**src/modexp_pkg.sv**
```systemverilog
// Package for the modular exponentiation block.
// Holds the controller state type and the command and status structs.
// No dependencies.
`timescale 1ns / 1ps

package modexp_pkg;

  typedef enum logic [2:0] {
    ST_IDLE,
    ST_REDUCE,
    ST_CHECK,
    ST_MULP,
    ST_SHIFT,
    ST_MULS,
    ST_DONE
  } state_t;

  typedef struct packed {
    logic load;
    logic start_mul;
    logic mul_sq;
    logic step;
    logic wr_power;
    logic wr_prod;
    logic shift_exp;
    logic emit;
  } cmd_t;

  typedef struct packed {
    logic cnt_last;
    logic exp_zero;
    logic exp_lsb;
    logic exp_hi_zero;
    logic mod_zero;
    logic out_busy;
  } status_t;

endpackage

```
**src/modexp_if.sv**
```systemverilog
// Request channel interfaces of the modular exponentiation block.
// Input channel carries base and exponent, output channel the result.
// No dependencies.
`timescale 1ns / 1ps

interface modexp_in_if #(parameter int WIDTH = 32);
  logic             valid;
  logic             ready;
  logic [WIDTH-1:0] base_value;
  logic [WIDTH-1:0] exponent;

  modport source (output valid, base_value, exponent, input ready);
  modport sink (input valid, base_value, exponent, output ready);
endinterface

interface modexp_out_if #(parameter int WIDTH = 32);
  logic             valid;
  logic             ready;
  logic [WIDTH-1:0] power_result;
  logic             bad_modulus;

  modport source (output valid, power_result, bad_modulus, input ready);
  modport sink (input valid, power_result, bad_modulus, output ready);
endinterface

```
**src/modular_exponentiation.sv**
```systemverilog
// Top level of the modular exponentiation block.
// Instantiates modexp_ctrl and modexp_dp and holds the modulus register.
// Depends on modexp_pkg and the channel interfaces in modexp_if.
//
//   channel   direction  contents
//   in_chan   sink       base_value, exponent
//   out_chan  source     power_result, bad_modulus
//   psel...   APB slave  modulus register at address 0
//
// The base is first reduced; then, for each exponent bit up to the top set bit, a set
// bit costs a multiply and every bit but the top one a squaring, all on the bit-serial
// multiplier. The result register then loads from the done state. With a zero modulus
// the controller goes from idle straight to the done state. Reset is synchronous and
// clears the modulus and the output valid flag, but not the result register.
// A new request is taken while a result waits in the output register; the controller
// stalls only to load a result.
`timescale 1ns / 1ps

module modular_exponentiation #(
  parameter int WIDTH = 32
) (
  input  logic                                   clk,
  input  logic                                   rst_n,
  modexp_in_if.sink                              in_chan,
  modexp_out_if.source                           out_chan,
  input  logic                                   psel,
  input  logic                                   penable,
  input  logic                                   pwrite,
  input  logic [((WIDTH > 32) ? 4 : 3)-1:0]      paddr,
  input  logic [((WIDTH > 32) ? 64 : 32)-1:0]    pwdata,
  output logic [((WIDTH > 32) ? 64 : 32)-1:0]    prdata,
  output logic                                   pready
);

  localparam int CFG_AW = (WIDTH > 32) ? 4 : 3;
  localparam int CFG_DW = (WIDTH > 32) ? 64 : 32;

  logic [WIDTH-1:0]    mod_r;
  logic                reg_hit;
  modexp_pkg::cmd_t    cmd;
  modexp_pkg::status_t st;
  logic                in_ready;

  assign reg_hit = (paddr[CFG_AW-1] == 1'b0);
  assign pready  = 1'b1;
  assign prdata  = reg_hit ? CFG_DW'(mod_r) : '0;

  always_ff @(posedge clk) begin
    if (!rst_n) begin
      mod_r <= '0;
    end else if (psel && penable && pwrite && reg_hit) begin
      mod_r <= pwdata[WIDTH-1:0];
    end
  end

  modexp_ctrl u_ctrl (
    .clk      (clk),
    .rst_n    (rst_n),
    .in_valid (in_chan.valid),
    .in_ready (in_ready),
    .st       (st),
    .cmd      (cmd)
  );

  modexp_dp #(.WIDTH(WIDTH)) u_dp (
    .clk          (clk),
    .rst_n        (rst_n),
    .cmd          (cmd),
    .st           (st),
    .mod_i        (mod_r),
    .base_i       (in_chan.base_value),
    .exp_i        (in_chan.exponent),
    .out_ready_i  (out_chan.ready),
    .out_valid_o  (out_chan.valid),
    .out_result_o (out_chan.power_result),
    .out_bad_o    (out_chan.bad_modulus)
  );

  assign in_chan.ready = in_ready;

endmodule

```
**src/modexp_ctrl.sv**
```systemverilog
// Controller of the modular exponentiation block.
// Sequences base reduction, multiplies and squarings; uses modexp_pkg.
`timescale 1ns / 1ps

module modexp_ctrl (
  input  logic                clk,
  input  logic                rst_n,
  input  logic                in_valid,
  output logic                in_ready,
  input  modexp_pkg::status_t st,
  output modexp_pkg::cmd_t    cmd
);

  modexp_pkg::state_t state_r;
  modexp_pkg::state_t state_nxt;

  always_ff @(posedge clk) begin
    if (!rst_n) begin
      state_r <= modexp_pkg::ST_IDLE;
    end else begin
      state_r <= state_nxt;
    end
  end

  always_comb begin
    state_nxt = state_r;
    cmd       = '0;
    in_ready  = 1'b0;
    case (state_r)
      modexp_pkg::ST_IDLE: begin
        in_ready = 1'b1;
        if (in_valid) begin
          cmd.load  = 1'b1;
          state_nxt = st.mod_zero ? modexp_pkg::ST_DONE : modexp_pkg::ST_REDUCE;
        end
      end
      modexp_pkg::ST_REDUCE: begin
        cmd.step = 1'b1;
        if (st.cnt_last) begin
          cmd.wr_power = 1'b1;
          state_nxt    = modexp_pkg::ST_CHECK;
        end
      end
      modexp_pkg::ST_CHECK: begin
        if (st.exp_zero) begin
          state_nxt = modexp_pkg::ST_DONE;
        end else if (st.exp_lsb) begin
          cmd.start_mul = 1'b1;
          state_nxt     = modexp_pkg::ST_MULP;
        end else begin
          state_nxt = modexp_pkg::ST_SHIFT;
        end
      end
      modexp_pkg::ST_MULP: begin
        cmd.step = 1'b1;
        if (st.cnt_last) begin
          cmd.wr_prod = 1'b1;
          state_nxt   = modexp_pkg::ST_SHIFT;
        end
      end
      modexp_pkg::ST_SHIFT: begin
        cmd.shift_exp = 1'b1;
        if (!st.exp_hi_zero) begin
          cmd.start_mul = 1'b1;
          cmd.mul_sq    = 1'b1;
          state_nxt     = modexp_pkg::ST_MULS;
        end else begin
          state_nxt = modexp_pkg::ST_DONE;
        end
      end
      modexp_pkg::ST_MULS: begin
        cmd.step = 1'b1;
        if (st.cnt_last) begin
          cmd.wr_power = 1'b1;
          state_nxt    = modexp_pkg::ST_CHECK;
        end
      end
      modexp_pkg::ST_DONE: begin
        if (!st.out_busy) begin
          cmd.emit  = 1'b1;
          state_nxt = modexp_pkg::ST_IDLE;
        end
      end
      default: begin
        state_nxt = modexp_pkg::ST_IDLE;
      end
    endcase
  end

endmodule

```
**src/modexp_dp.sv**
```systemverilog
// Datapath of the modular exponentiation block.
// Holds the operands, the bit-serial modular multiplier and the result register.
// Uses modexp_pkg for the command and status structs.
`timescale 1ns / 1ps

module modexp_dp #(
  parameter int WIDTH = 32
) (
  input  logic                clk,
  input  logic                rst_n,
  input  modexp_pkg::cmd_t    cmd,
  output modexp_pkg::status_t st,
  input  logic [WIDTH-1:0]    mod_i,
  input  logic [WIDTH-1:0]    base_i,
  input  logic [WIDTH-1:0]    exp_i,
  input  logic                out_ready_i,
  output logic                out_valid_o,
  output logic [WIDTH-1:0]    out_result_o,
  output logic                out_bad_o
);

  localparam int CW = $clog2(WIDTH);

  logic [WIDTH-1:0] acc_r, acc_nxt;
  logic [WIDTH-1:0] opa_r, opb_r;
  logic [WIDTH-1:0] power_r, prod_r, exp_r;
  logic [CW-1:0]    cnt_r;
  logic             out_valid_r;
  logic [WIDTH-1:0] result_r;
  logic             bad_r;

  logic [WIDTH+1:0] sum;
  logic [WIDTH+1:0] mod1;
  logic [WIDTH+1:0] mod2;

  // One bit of the multiplier per cycle while the step command is set: acc = (2*acc + bit*a) mod m.
  always_comb begin
    mod1 = {2'b00, mod_i};
    mod2 = {1'b0, mod_i, 1'b0};
    sum  = {1'b0, acc_r, 1'b0} + (opb_r[WIDTH-1] ? {2'b00, opa_r} : '0);
    if (sum >= mod2) begin
      acc_nxt = WIDTH'(sum - mod2);
    end else if (sum >= mod1) begin
      acc_nxt = WIDTH'(sum - mod1);
    end else begin
      acc_nxt = sum[WIDTH-1:0];
    end
  end

  always_ff @(posedge clk) begin
    if (cmd.load) begin
      acc_r  <= '0;
      opa_r  <= WIDTH'(1);
      opb_r  <= base_i;
      cnt_r  <= '0;
      exp_r  <= exp_i;
      prod_r <= (mod_i == WIDTH'(1)) ? '0 : WIDTH'(1);
    end else if (cmd.start_mul) begin
      acc_r <= '0;
      opa_r <= cmd.mul_sq ? power_r : prod_r;
      opb_r <= power_r;
      cnt_r <= '0;
    end else if (cmd.step) begin
      acc_r <= acc_nxt;
      opb_r <= {opb_r[WIDTH-2:0], 1'b0};
      cnt_r <= cnt_r + CW'(1);
    end
    if (cmd.wr_power) begin
      power_r <= acc_nxt;
    end
    if (cmd.wr_prod) begin
      prod_r <= acc_nxt;
    end
    if (cmd.shift_exp) begin
      exp_r <= {1'b0, exp_r[WIDTH-1:1]};
    end
  end

  always_ff @(posedge clk) begin
    if (!rst_n) begin
      out_valid_r <= 1'b0;
    end else if (cmd.emit) begin
      out_valid_r <= 1'b1;
    end else if (out_ready_i) begin
      out_valid_r <= 1'b0;
    end
  end

  always_ff @(posedge clk) begin
    if (cmd.emit) begin
      bad_r    <= (mod_i == '0);
      result_r <= (mod_i == '0) ? '0 : prod_r;
    end
  end

  assign st.cnt_last    = (cnt_r == CW'(WIDTH - 1));
  assign st.exp_zero    = (exp_r == '0);
  assign st.exp_lsb     = exp_r[0];
  assign st.exp_hi_zero = (exp_r[WIDTH-1:1] == '0);
  assign st.mod_zero    = (mod_i == '0);
  assign st.out_busy    = out_valid_r && !out_ready_i;

  assign out_valid_o  = out_valid_r;
  assign out_result_o = result_r;
  assign out_bad_o    = bad_r;

`ifndef SYNTHESIS
  a_acc_reduced: assert property (@(posedge clk) disable iff (!rst_n)
    $past(cmd.step) && (mod_i != '0) |-> acc_r < mod_i)
    else $error("Accumulator left unreduced after a multiplier step.");

  a_prod_reduced: assert property (@(posedge clk) disable iff (!rst_n)
    ($past(cmd.wr_prod) || $past(cmd.load)) && (mod_i != '0) |-> prod_r < mod_i)
    else $error("Running product is not below the modulus.");

  a_no_overwrite: assert property (@(posedge clk) disable iff (!rst_n)
    out_valid_r && !out_ready_i |-> !cmd.emit)
    else $error("A held result was overwritten.");
`endif

endmodule

```
**src/flat_wrapper.sv**
```systemverilog
// flat-port wrapper written by rule: the top's interface ports become plain ports
module modular_exponentiation_flat 
#(
  parameter int WIDTH = 32
)
  (clk, rst_n, psel, penable, pwrite, paddr, pwdata, prdata, pready, in_chan_valid, in_chan_base_value, in_chan_exponent, in_chan_ready, out_chan_valid, out_chan_power_result, out_chan_bad_modulus, out_chan_ready);
  modexp_in_if #(.WIDTH(WIDTH)) in_chan_i ();
  modexp_out_if #(.WIDTH(WIDTH)) out_chan_i ();
  input  logic clk;
  input  logic rst_n;
  input  logic psel;
  input  logic penable;
  input  logic pwrite;
  input  logic [((WIDTH > 32) ? 4 : 3)-1:0] paddr;
  input  logic [((WIDTH > 32) ? 64 : 32)-1:0] pwdata;
  output logic [((WIDTH > 32) ? 64 : 32)-1:0] prdata;
  output logic pready;
  input wire logic [$bits(in_chan_i.valid)-1:0] in_chan_valid;
  input wire logic [$bits(in_chan_i.base_value)-1:0] in_chan_base_value;
  input wire logic [$bits(in_chan_i.exponent)-1:0] in_chan_exponent;
  output wire logic [$bits(in_chan_i.ready)-1:0] in_chan_ready;
  output wire logic [$bits(out_chan_i.valid)-1:0] out_chan_valid;
  output wire logic [$bits(out_chan_i.power_result)-1:0] out_chan_power_result;
  output wire logic [$bits(out_chan_i.bad_modulus)-1:0] out_chan_bad_modulus;
  input wire logic [$bits(out_chan_i.ready)-1:0] out_chan_ready;
  assign in_chan_i.valid = in_chan_valid;
  assign in_chan_i.base_value = in_chan_base_value;
  assign in_chan_i.exponent = in_chan_exponent;
  assign in_chan_ready = in_chan_i.ready;
  assign out_chan_valid = out_chan_i.valid;
  assign out_chan_power_result = out_chan_i.power_result;
  assign out_chan_bad_modulus = out_chan_i.bad_modulus;
  assign out_chan_i.ready = out_chan_ready;
  modular_exponentiation #(.WIDTH(WIDTH)) u_core (.clk(clk), .rst_n(rst_n), .in_chan(in_chan_i), .out_chan(out_chan_i), .psel(psel), .penable(penable), .pwrite(pwrite), .paddr(paddr), .pwdata(pwdata), .prdata(prdata), .pready(pready));
endmodule
```
**config.mk**
```make
export PLATFORM = sky130hd
export DESIGN_NAME = modular_exponentiation_flat
export DESIGN_NICKNAME = d
export VERILOG_FILES = /design/src/modexp_pkg.sv /design/src/modexp_if.sv /design/src/modular_exponentiation.sv /design/src/modexp_ctrl.sv /design/src/modexp_dp.sv /design/src/flat_wrapper.sv
export SDC_FILE = /design/constraint.sdc
export NUM_CORES = 1
export LEC_CHECK = 0
export ABC_AREA = 1
export BUFFER_PORTS_ARGS = -buffer_cell sky130_fd_sc_hd__buf_2
export CELL_PAD_IN_SITES_DETAIL_PLACEMENT = 0
export CELL_PAD_IN_SITES_GLOBAL_PLACEMENT = 1
export CORE_ASPECT_RATIO = 1.4
export CORE_MARGIN = 3
export CORE_UTILIZATION = 36
export CTS_BUF_LIST = sky130_fd_sc_hd__clkbuf_2
export CTS_CLUSTER_DIAMETER = 120
export DETAILED_ROUTE_END_ITERATION = 8
export PLACE_DENSITY_LB_ADDON = 0.1
export SLEW_MARGIN = 20
export SYNTH_ARGS = -nofsm -noshare
export SYNTH_HDL_FRONTEND = slang
export SYNTH_SLANG_ARGS = --single-unit
```
**constraint.sdc**
```tcl
create_clock -name clk -period 4.45 [get_ports clk]
set_input_delay 0.445 -clock clk [delete_from_list [all_inputs] [get_ports clk]]
set_output_delay 0.445 -clock clk [all_outputs]
set_load 0.05 [all_outputs]
```
# [Word-level counts from Yosys, hierarchy flattened]
# Cells that the tools add are included.
[totals] regBits=266 inputBits=106 out_inout_bits=68 elab_cells=88
[classes] addsub=4 order_cmp=2 n_eq_ne=12 muxes=39 bitwise_logic=1 n_reduce_logical=17
[op_table] operator="32-bit 2-to-1 mux" count=10
[op_table] operator="32-bit logical NOT" count=2
[op_table] operator="32-bit subtractor" count=2
[op_table] operator="31-bit 2-to-1 mux" count=2
[op_table] operator="33-bit by 32-bit adder with 34-bit output" count=1
[op_table] operator="34-bit by 32-bit greater-or-equal comparator with 1-bit output" count=1
[op_table] operator="34-bit by 33-bit greater-or-equal comparator with 1-bit output" count=1
[op_table] operator="32-bit by 1-bit equality test with 1-bit output, second input constant" count=1
[op_table] operator="31-bit logical NOT" count=1
[op_table] operator="3-bit 2-to-1 mux" count=7
[op_table] operator="3-bit case mux with 6 select lines" count=1
[op_table] operator="1-bit 2-to-1 mux" count=16
[op_table] operator="3-bit equality test, second input constant" count=3
[op_table] operator="3-bit by 2-bit equality test with 1-bit output, second input constant" count=2
[op_table] operator="2-bit nonzero test" count=3
[op_table] operator="5-bit by 1-bit adder with 5-bit output, second input constant" count=1
[op_table] operator="5-bit equality test, second input constant" count=1
[op_table] operator="1-bit logical AND" count=4
[op_table] operator="2-bit 2-to-1 mux" count=2
[op_table] operator="2-bit by 1-bit != test with 1-bit output, second input constant" count=2
[op_table] operator="2-bit != test, second input constant" count=2
[op_table] operator="4-bit AND reduction" count=1
[op_table] operator="2-bit OR reduction" count=2
[op_table] operator="3-bit by 1-bit equality test with 1-bit output, second input constant" count=1
[op_table] operator="6 further kinds" count=6

# [Depth between registers and ports, before layout]
[logic_depth] word_depth=6 depth_mapped=34 mapped_depth_nobuf=32

# [Cells and area by module]
# From an unflattened synthesis, not the netlist that was laid out.
[hier_totals] hier_cells=2793 area_unflattened_um2=18920.6
[modules_own_cells] module="modexp_dp" instances=1 cells_each=2458 area_each_um2=16936.2 seq_area_each_um2=6226.0
[modules_own_cells] module="modular_exponentiation" instances=1 cells_each=281 area_each_um2=1685.4 seq_area_each_um2=640.6
[modules_own_cells] module="modexp_ctrl" instances=1 cells_each=54 area_each_um2=299.0 seq_area_each_um2=60.1

# [Least setup slack after synthesis]
# OpenSTA, ideal clock, no wires.
[synth_timing] kind="reg2reg" from="register u_core.u_dp.opb_r[31]" to="register u_core.u_dp.power_r[0] (data pin)" setup_ps=255 arrival_time_ps=3777 t_required_ps=4195 path_slack_ps=419 path_stages_with_launch=30 n_path_buf=2 period_less_slack_ps=4031 path_cell_list="edfxtp_1 > clkbuf_1 > nand2_1 > inv_1 > ha_1 > inv_1 > fa_1 > inv_2 > nand2_1 > nand2_1 > nand3_2 > nand2_2 > nand2_2 > nand2_2 > nand2_1 > nand3_1 > nand2_1 > ha_1 > nand2_1 > inv_1 > a21oi_1 > nand2_1 > a21oi_1 > nand2_1 > nand2_1 > nand2_2 > a21boi_4 > buf_6 > nand3_2 > and2_1"
[synth_between] elab_chain_cells=5 word_cells_on_any_way=8 cone_classes="add/sub (3); order compare (2); mux (3)"
[synth_lines] element="start: declaration" line_no="modexp_dp.sv:25" text="logic [WIDTH-1:0] opa_r, opb_r;"
[synth_lines] element="start signal: assignment" line_no="modexp_dp.sv:54" text="opb_r <= base_i;"
[synth_lines] element="start signal: assignment" line_no="modexp_dp.sv:61" text="opb_r <= power_r;"
[synth_lines] element="start signal: assignment" line_no="modexp_dp.sv:65" text="opb_r <= {opb_r[WIDTH-2:0], 1'b0};"
[synth_lines] element="32-bit 2-to-1 mux *" line_no="modexp_dp.sv:40" text="sum = {1'b0, acc_r, 1'b0} + (opb_r[WIDTH-1] ? {2'b00, opa_r} : '0);"
[synth_lines] element="33-bit by 32-bit adder with 34-bit output *" line_no="modexp_dp.sv:40"
[synth_lines] element="32-bit subtractor or 34-bit by 32-bit greater-or-equal comparator with 1-bit output (tied branches)" line_no="modexp_dp.sv:44, modexp_dp.sv:43"
[synth_lines] element="32-bit 2-to-1 mux" line_no="modexp_dp.sv:43" text="end else if (sum >= mod1) begin"
[synth_lines] element="32-bit 2-to-1 mux *" line_no="modexp_dp.sv:41" text="if (sum >= mod2) begin"
[synth_lines] element="net u_core.u_dp.acc_nxt[0]" line_no="modexp_dp.sv:24" text="logic [WIDTH-1:0] acc_r, acc_nxt;"
[synth_lines] element="end signal: assignment" line_no="modexp_dp.sv:69" text="power_r <= acc_nxt;"
[synth_lines] element="end: declaration" line_no="modexp_dp.sv:26" text="logic [WIDTH-1:0] power_r, prod_r, exp_r;"
# Mark *: on every way through the listed nets, which the timed path passes. The rest lies on a longest branch.
# A chain may end at the register's enable or synchronous reset.

# [Worst setup path after layout]
[layout_timing] from="register u_core.u_dp.opb_r[31]" to="register u_core.u_dp.prod_r[22] (data pin)"
[layout_between] elab_chain_cells=6 word_cells_on_any_way=9 cone_classes="add/sub (3); order compare (2); mux (4)"
[layout_lines] element="32-bit 2-to-1 mux *" line_no="modexp_dp.sv:40"
[layout_lines] element="33-bit by 32-bit adder with 34-bit output *" line_no="modexp_dp.sv:40"
[layout_lines] element="32-bit subtractor or 34-bit by 32-bit greater-or-equal comparator with 1-bit output (tied branches)" line_no="modexp_dp.sv:44, modexp_dp.sv:43"
[layout_lines] element="32-bit 2-to-1 mux" line_no="modexp_dp.sv:43"
[layout_lines] element="32-bit 2-to-1 mux *" line_no="modexp_dp.sv:41"
[layout_lines] element="32-bit 2-to-1 mux *" line_no="modexp_dp.sv:71" text="if (cmd.wr_prod) begin"
[layout_lines] element="end signal: assignment" line_no="modexp_dp.sv:57" text="prod_r <= (mod_i == WIDTH'(1)) ? '0 : WIDTH'(1);"
[layout_lines] element="end signal: assignment" line_no="modexp_dp.sv:72" text="prod_r <= acc_nxt;"
[layout_lines] element="end: declaration" line_no="modexp_dp.sv:26"
# Every way passes the cells marked *; elsewhere a longest branch is shown, timed or not.

==> reports/qor.csv <==
metric,value,unit
Synth Instances,2660,
r2r setup slk,-0.03,ns
global-route wire length before repair,115000,um
FP Rows,97,
yosys warns,0,
Worst-path clk slew,0.12,ns
Via Count,20570,
Port Buffers,170,
RSZ-0062 raised after global routing,yes,
Final Hold Vio Count,0,
initial antenna violation count,2,
Die X,197,um
"FF+latch count, synth",266,
GRT Total Usage,0.277,
violated checks,setup timing,
global placement routability congestion,0.936,
vias per cell,4.93,
sequential fraction of the synthesis area,0.376,
WL/cell,19.0,um
Clock Latency Late Sink,1.10,ns
# nets final,3677,
Core ar.,50400,um2
Inst Count DP,3813,
DRC,0,
Initial Utilization,0.366,
final worst path period need,4.48,ns
post-synthesis cell type count,50,
P&R area growth vs syn,57.5,%
skew final,0.122,ns
final setup fails,1,
Min-Delay Path Class,in -> reg,
CTS tree,built,
max-cap violations,0,
most frequent cells in the layout,"609 x nand2_1, 443 x buf_4, 366 x inv_1",
slowest CP cell,edfxtp_1,
status,finished with violations,
htree depth,3,
syn nets,2866,
worst path bufs/invs,12,
clock sink count,266,
pin count of the biggest net entering global routing,70,
crit end category,register,
Finished Layout Cells,4176,
fin crit share,1.01,
final worst setup slack,-0.0323,ns
drt initial violations,963,
Routed Antenna Nets,0,
Mapped Area,18400,um2
"most common cell after layout, fill and taps aside",nand2_1,
layout cells sized above 1,0.384,
async set or reset register ratio after synthesis,0,
CTS Buf Count,73,
"Data arrival, critical path",5.30,ns
Slew @ Worst Pin,0.986,ns
CP top delay family,simple AND/OR/NAND/NOR gates,
Root Buffer,clkbuf_2,
number of synthesized flops with an enable pin,160,
I/O pins,174,
vias in the first global route,20674,
max_slew headroom,0.336,
Setup CP Type,reg -> reg,
fmax,0.223,GHz
hold_ws,0.169,ns
Mean Syn Cell Area,6.93,um2
HPWL after detailed placement,58500,um
Worst EP required,5.27,ns
Pins Over Slew Limit,0,
"Top FF cell, synth",edfxtp_1,
Fillers,4820,
die height,274,um
Max stage delay on crit path,0.43,ns
clock buffer depth,3,
total wire length,79200,um
TritonRoute pass-1 iters,5,
Die ar.,54000,um2
CP startpoint kind,register,
crit-path max FO,6,
grt ovf,0,
-- cells in the mapped netlist (2+ instances only) --
cell | instances | area, um2
buf_2 | 21 | 105
a21oi_1 | 144 | 721
clkbuf_1 | 51 | 191
nand3b_1 | 11 | 82.6
nor2_1 | 279 | 1050
inv_2 | 14 | 52.6
nand3_1 | 137 | 686
a21o_1 | 10 | 75.1
a22o_1 | 3 | 26.3
dfxtp_1 | 106 | 2120
xnor2_1 | 19 | 166
nand4_1 | 64 | 400
clkinv_1 | 2 | 7.51
and2_1 | 7 | 43.8
edfxtp_1 | 160 | 4800
fa_1 | 3 | 60.1
or2_2 | 4 | 25.0
inv_1 | 410 | 1540
o21bai_1 | 16 | 120
o21ai_0 | 132 | 661
nor3_1 | 13 | 65.1
nor2_2 | 4 | 25.0
nand2_2 | 22 | 138
nor4_1 | 5 | 31.3
o221ai_1 | 10 | 87.6
ha_1 | 97 | 1210
o211ai_1 | 5 | 37.5
a31oi_1 | 35 | 219
nand2_1 | 802 | 3010
buf_6 | 2 | 22.5
nand3_2 | 11 | 110
nor2_4 | 2 | 22.5
buf_4 | 6 | 45.0
xor2_1 | 37 | 324
-- flip-flops by register name, indices dropped and copies added, names as in the netlist --
| signal | flops |
|---|---|
| u_core.u_dp.cnt_r | 5 |
| u_core.u_dp.out_bad_o | 1 |
| u_core.u_dp.out_result_o | 32 |
| u_core.u_dp.exp_r | 32 |
| u_core.u_dp.opb_r | 32 |
| u_core.u_dp.opa_r | 32 |
| u_core.u_dp.out_valid_o | 1 |
| u_core.u_ctrl.state_r | 3 |
| u_core.mod_r | 32 |
| u_core.u_dp.power_r | 32 |
| u_core.u_dp.prod_r | 32 |
| u_core.u_dp.acc_r | 32 |
-- per-layer routing --
layer  wire length, um  GRT usage  vias up
li1                  -          -    10235
met5                 0          0        -
met3              3290     0.0356      209
met2             39700      0.500      544
met4              5410      0.142        0
met1             30800      0.320     9582
-- tightest hold or removal path, stage by stage --
cell and delay, ns:
dlygate4sd3_1 0.52, buf_2 0.10, nand2_1 0.04, o21ai_0 0.06
-- cell families (layout without fill, tap and decap cells) --
family	after synthesis	in the layout	share of synthesized area
AO/OA/AOI/OAI	361	361	0.109
AND/OR/NAND/NOR	1370	1372	0.313
other	1	4	0.000203
XOR/XNOR	56	56	0.0266
flip-flops	266	266	0.376
adder cells (fa/ha/maj)	100	100	0.0691
buffers and inverters	506	1374	0.106
-- area by class of cell --
| class | instances | area, um2 | share of cell area |
|---|---|---|---|
| clock buffer | 106 | 531 | 0.0183 |
| timing repair buffer | 814 | 6540 | 0.225 |
| antenna | 3 | 7.51 | 0.000259 |
| sequential | 266 | 6930 | 0.239 |
| inverter | 426 | 1620 | 0.0558 |
| tap | 643 | 805 | 0.0277 |
| clock inverter | 28 | 186 | 0.00642 |
| multi-input combinational | 1890 | 12400 | 0.428 |
-- metrics by stage --
step	utilization	setup slack [ns]	TNS, ns	instance area [um2]
finish	0.577	-0.0323	-0.0323	29000
global route	0.577	-0.162	-5.15	29000
detailed placement	0.456	-0.687	-55.89	23000
global placement	0.456	-0.691	-56.75	23000
floorplan	-	0.419	0	18400
CTS	0.532	-0.0109	-0.0109	26800
-- final timing paths --
path | start | end | depth (start not counted)
worst max-delay path | u_core.u_dp.opb_r[31] | u_core.u_dp.prod_r[22] | 32
worst min-delay path | in_chan_exponent[27] | u_core.u_dp.exp_r[27] | 4
worst max register to register | u_core.u_dp.opb_r[31] | u_core.u_dp.prod_r[22] | 32
worst min register to register | u_core.u_dp.acc_r[30] | u_core.u_dp.acc_r[30] | 2
-- timing repair --
action	CTS	global route
pin swaps	59	92
hold buffers	136	0
endpoints found under the hold margin	132	0
gates cloned	5	12
gates resized for setup	296	405
setup endpoints to repair	96	96
buffers inserted	34	43
Power is left out: the tool's default activity adds up to more than one toggle a clock period on the data nets, which glitch-free logic cannot reach.
